**config.mk**
```make
export PLATFORM = sky130hd
export DESIGN_NAME = lod_graph
export DESIGN_NICKNAME = d
export VERILOG_FILES = /design/src/rtl/core/lod_pkg.sv /design/src/rtl/core/lod_graph.sv
export SDC_FILE = /design/constraint.sdc
export NUM_CORES = 1
export LEC_CHECK = 0
export ABC_AREA = 1
export BUFFER_PORTS_ARGS = -buffer_cell sky130_fd_sc_hd__buf_4
export CAP_MARGIN = 5
export CORE_UTILIZATION = 30
export CTS_CLUSTER_SIZE = 12
export DETAILED_ROUTE_END_ITERATION = 8
export SYNTH_ARGS = -nofsm -noshare
export SYNTH_HDL_FRONTEND = slang
export SYNTH_SLANG_ARGS = --single-unit
```
**constraint.sdc**
```tcl
create_clock -name clock -period 2.73 [get_ports clock]
set_input_delay 0.819 -clock clock [delete_from_list [all_inputs] [get_ports clock]]
set_output_delay 0.819 -clock clock [all_outputs]
set_load 0.02 [all_outputs]
```
**src/rtl/core/lod_pkg.sv**
```systemverilog
// Shared types, widths and status codes of the lock order deadlock checker.
`timescale 1ns / 1ps
`default_nettype none

package lod_pkg;

   // Fixed field widths of the transaction payloads.
   localparam int CMD_W    = 1;
   localparam int THREAD_W = 3;
   localparam int KEY_W    = 4;
   localparam int STATUS_W = 3;

   // Default sizing.
   localparam int LOD_NUM_LOCKS   = 16;
   localparam int LOD_NUM_THREADS = 8;
   localparam int LOD_STACK_DEPTH = 16;

   localparam logic CMD_ACQUIRE = 1'b0;
   localparam logic CMD_RELEASE = 1'b1;

   typedef enum logic [STATUS_W-1:0] {
      ST_OK          = 3'd0,
      ST_RELOCK      = 3'd1,
      ST_CYCLE       = 3'd2,
      ST_POP_EMPTY   = 3'd3,
      ST_POP_NOT_TOP = 3'd4,
      ST_FULL        = 3'd5,
      ST_HALTED      = 3'd6
   } status_type;

   // Sequencer to graph unit.
   typedef struct packed {
      logic set_edge;
      logic walk_start;
      logic walk_step;
   } graph_ctl_type;

   // Graph unit to sequencer.
   typedef struct packed {
      logic edge_known;
      logic found;
      logic pass_end;
      logic settled;
   } graph_sts_type;

   // Sequencer to stack unit.
   typedef struct packed {
      logic look;
      logic push;
      logic pop;
   } stack_ctl_type;

endpackage

`default_nettype wire

```
**src/rtl/core/lod_graph.sv**
```systemverilog
// Lock-order edge matrix and the row-at-a-time reachability walk unit.
`timescale 1ns / 1ps
`default_nettype none

module lod_graph import lod_pkg::*; #(
   parameter int NUM_LOCKS = LOD_NUM_LOCKS,
   localparam int LOCK_W   = $clog2(NUM_LOCKS)
) (
   input  wire logic              clock,
   input  wire logic              reset,
   input  wire graph_ctl_type     ctl_i,
   input  wire logic [LOCK_W-1:0] top_i,
   input  wire logic [LOCK_W-1:0] key_i,
   output      graph_sts_type     sts_o
);

   logic [NUM_LOCKS-1:0] edges_ff [NUM_LOCKS];
   logic [NUM_LOCKS-1:0] visited_ff;
   logic [NUM_LOCKS-1:0] visited_in;
   logic [NUM_LOCKS-1:0] grown;
   logic [LOCK_W-1:0]    idx_ff;
   logic [LOCK_W-1:0]    idx_in;
   logic                 changed_ff;
   logic                 changed_in;
   logic                 pass_end;

   // One row per cycle while walk_step is set: fold the row's successors in if the row is reached.
   always_comb begin
      grown    = visited_ff | (visited_ff[idx_ff] ? edges_ff[idx_ff] : '0);
      pass_end = (idx_ff == LOCK_W'(NUM_LOCKS - 1));

      sts_o.edge_known = edges_ff[top_i][key_i];
      sts_o.found      = grown[top_i];
      sts_o.pass_end   = pass_end;
      sts_o.settled    = !changed_ff && (grown == visited_ff);

      visited_in = visited_ff;
      idx_in     = idx_ff;
      changed_in = changed_ff;
      if (ctl_i.walk_start) begin
         visited_in = NUM_LOCKS'(1) << key_i;
         idx_in     = '0;
         changed_in = 1'b0;
      end else if (ctl_i.walk_step) begin
         visited_in = grown;
         if (pass_end) begin
            idx_in     = '0;
            changed_in = 1'b0;
         end else begin
            idx_in     = idx_ff + 1'b1;
            changed_in = changed_ff | (grown != visited_ff);
         end
      end
   end

   always_ff @(posedge clock) begin
      if (reset) begin
         for (int i = 0; i < NUM_LOCKS; i++) begin
            edges_ff[i] <= '0;
         end
         visited_ff <= '0;
         idx_ff     <= '0;
         changed_ff <= 1'b0;
      end else begin
         if (ctl_i.set_edge) begin
            edges_ff[top_i][key_i] <= 1'b1;
         end
         visited_ff <= visited_in;
         idx_ff     <= idx_in;
         changed_ff <= changed_in;
      end
   end

endmodule

`default_nettype wire

```
==> metrics <==
status=finished, violations left; failing checks=setup timing; RSZ-0062 raised after global routing=true; initial antenna violation count=0; HP Start=edges_ff[12][4]; Crit-path slowest cell=dfxtp_4; Slew Viols, Final=0; min-delay worst type=flip-flop to flip-flop; WP buf/inv=5; H-tree levels=2; switch share=roughly a quarter; Tcrit/Tclk final=129%; sequential share of power=between 40% and 50%; Avg WL per Cell=21.0 microns; CTS tree=yes; Main synth FF type=dfxtp_1; cell-internal power=around 7.3 mW; most frequent cells in the layout=477 x nand2_1, 279 x dfxtp_1, 261 x inv_1; Syn Std Cell Area=around 14000 sq um; cts hold-fix bufs=0; Pwr Density=543 nW/um^2; Initial Utilization=30.5%; setup slack, reg-to-reg=-0.74 ns; Net Count, Synth=~2000; Final Hold Viols=0; Setup Skew=0.0179 ns; FF+latch count, synth=281; port bufs=16; crit-path max FO=6; gr ovfl total=0; die area=47200 sq um; Skew-Pair Late Insertion Delay=0.53 ns; max_cap viols=0; max frequency=284 MHz; clock slew at reported path FFs=approximately 0.06 ns; Syn Area/Cell=6.94 sq um; Clock Power Share=46.6%; Slew HR=26.7%; logic gate share of total power=11.4%; final WL=approximately 58 mm; Top Family by Delay on Critical Path=simple AND/OR/NAND/NOR gates; count of cell types in the netlist=29; Ys Warns=0; layout cells sized above 1=18.7%; Final min period=3.52 ns; Fillers=4611; nature of the critical path endpoint=output pin; Final nets=between 2000 and 2500; final setup vio count=4; Critical Path AT=around 2.7 ns; setup tns final=-2.91 ns; clock tree root buffer cell=clkbuf_16; post-route ant nets=0; clock sinks=281; Critical Path RT=1.91 ns; critical-path cell list=buf_12 -> buf_8 -> buf_12 -> buf_4 -> nand2_1 -> nand3_1 -> nand3_1 -> nand3_2 -> nand2_4 -> nand2_1 -> nand2_1 -> nand2_1 -> nand2_1 -> nor2_2 -> nor2_2 -> nor2_2 -> nand2_2 -> buf_6; die width=217 microns; most common cell after layout, fill and taps aside=nand2_1; Final WS setup=-0.790 ns; Post-Synthesis Cells=2004; DP Wirelength=36.0 mm; sequential element share of the synthesized area=40.5%; critical path type=flip-flop to output pin; final hold slack=0.490 ns; final estimated routing congestion in global placement=0.948; number of flops mapped to enable cells by yosys=0; CP dominant cell by count=nand2_1; CP peak stage delay=0.38 ns; Core Area=about 46000 sq um; CTS max path bufs=3; maximum VDD drop=0.345 mV; first-pass GRT wire length=87.9 mm; All-Layer GR Usage=between 20% and 30%; number of CTS-inserted buffers=34; Async SR Flop Fraction=0%; initial DRC count=1734; row count=78; mean number of vias per cell=5.60; CP Launch Type=flip-flop; largest net degree at the start of global routing=143; vias in the first global route=14800; Die Y=217 microns; residual DRC count=0; Static Leakage=roughly 7.2 nW; Worst-Margin Slew=1.10 ns; area grow syn2layout=30.3%; Pre-antenna DRT Iters=8; Ant. Diodes=0; IO Pins=17; Switch Pwr=2.55 mW; via count=approximately 15000
==> worst min-delay path, stage by stage, from the launching register on <==
cell and delay [ns]:
dfxtp_1 0.34, nand2_1 0.06, o21ai_0 0.06
==> logic make-up after synthesis <==
kind of cell             synth area share (%)
AO/OA/AOI/OAI                            23.3
adder cells (fa/ha/maj)                0.0900
buffers and inverters                    12.4
AND/OR/NAND/NOR                          23.7
XOR/XNOR                               0.0630
flip-flops                               40.5
==> path summary, 6_finish.rpt <==
check,endpoint,cells past startpoint
max,sts_o[2],18
min,edges_ff[12][4],2
max reg2reg,visited_ff[13],25
min reg2reg,edges_ff[12][4],2
==> stage by stage <==
stage | worst slack, ns | utilization, % | area (sq um) | instances | power, mW
3_3_place_gp | -0.741 | 34.5 | 15700 | 2631 | 5.11
6_report | -0.790 | 39.7 | 18100 | 2754 | 9.83
4_1_cts | -0.696 | 39.2 | 17900 | 2752 | 9.79
5_1_grt | -0.900 | 39.7 | 18100 | 2754 | 10.1
3_5_place_dp | -0.752 | 34.5 | 15700 | 2631 | 5.12
2_1_floorplan | 0.000890 | - | 13900 | 2004 | 4.68
==> power groups by stage <==
stage          sequential, mW  combinational, mW  clock (mW)
2_1_floorplan            4.21              0.470           0
5_1_grt                  4.13               1.17        4.80
6_report                 4.13               1.12        4.58
3_5_place_dp             4.22              0.896           0
4_1_cts                  4.13               1.05        4.61
3_3_place_gp             4.22              0.894           0
==> state kept, by name, indices dropped and copies added, names as in the netlist, named ones only <==
| name | flops |
|---|---|
| idx_ff | 4 |
| changed_ff | 1 |
| visited_ff | 16 |
| edges_ff | 256 |
==> layout make-up <==
class | instances | area [sq um] | share of cell area [%]
Sequential cell | 281 | 5630 | 31.1
Timing Repair Buffer | 248 | 2680 | 14.8
Clock inverter | 9 | 97.6 | 0.539
Clock buffer | 53 | 1040 | 5.76
Multi-Input combinational cell | 1296 | 6880 | 38.0
Inverter | 267 | 1030 | 5.70
Tap cell | 600 | 751 | 4.14
==> metal layers <==
layer / up-vias / track usage (%) / part of all wire (%)
li1: 7058 / - / -
met1: 7234 / 29.6 / 39
met2: 879 / 38.0 / 44
met3: 243 / 4.88 / 9.3
met4: 0 / 16.5 / 7.1
met5: - / 0 / 0
==> Yosys cell counts, types with 11 or more instances <==
library cell	n	share of area, %
a21oi_1	29	1.0
a22o_1	11	0.69
a22oi_1	95	5.1
buf_2	61	2.2
clkbuf_1	83	2.2
dfxtp_1	281	40
inv_1	263	7.1
nand2_1	512	14
nand3_1	211	7.6
nor2_1	61	1.6
o211ai_1	56	3.0
o21ai_0	61	2.2
o221ai_1	11	0.69
o22ai_1	228	10
==> repair_timing <==
action,4_1_cts,5_1_grt
endpoints found under the setup margin,3,5
pin swaps,66,32
resized for setup,96,49
gates cloned,9,2
buffers inserted,52,9
(Power assumes the default switching activity.)
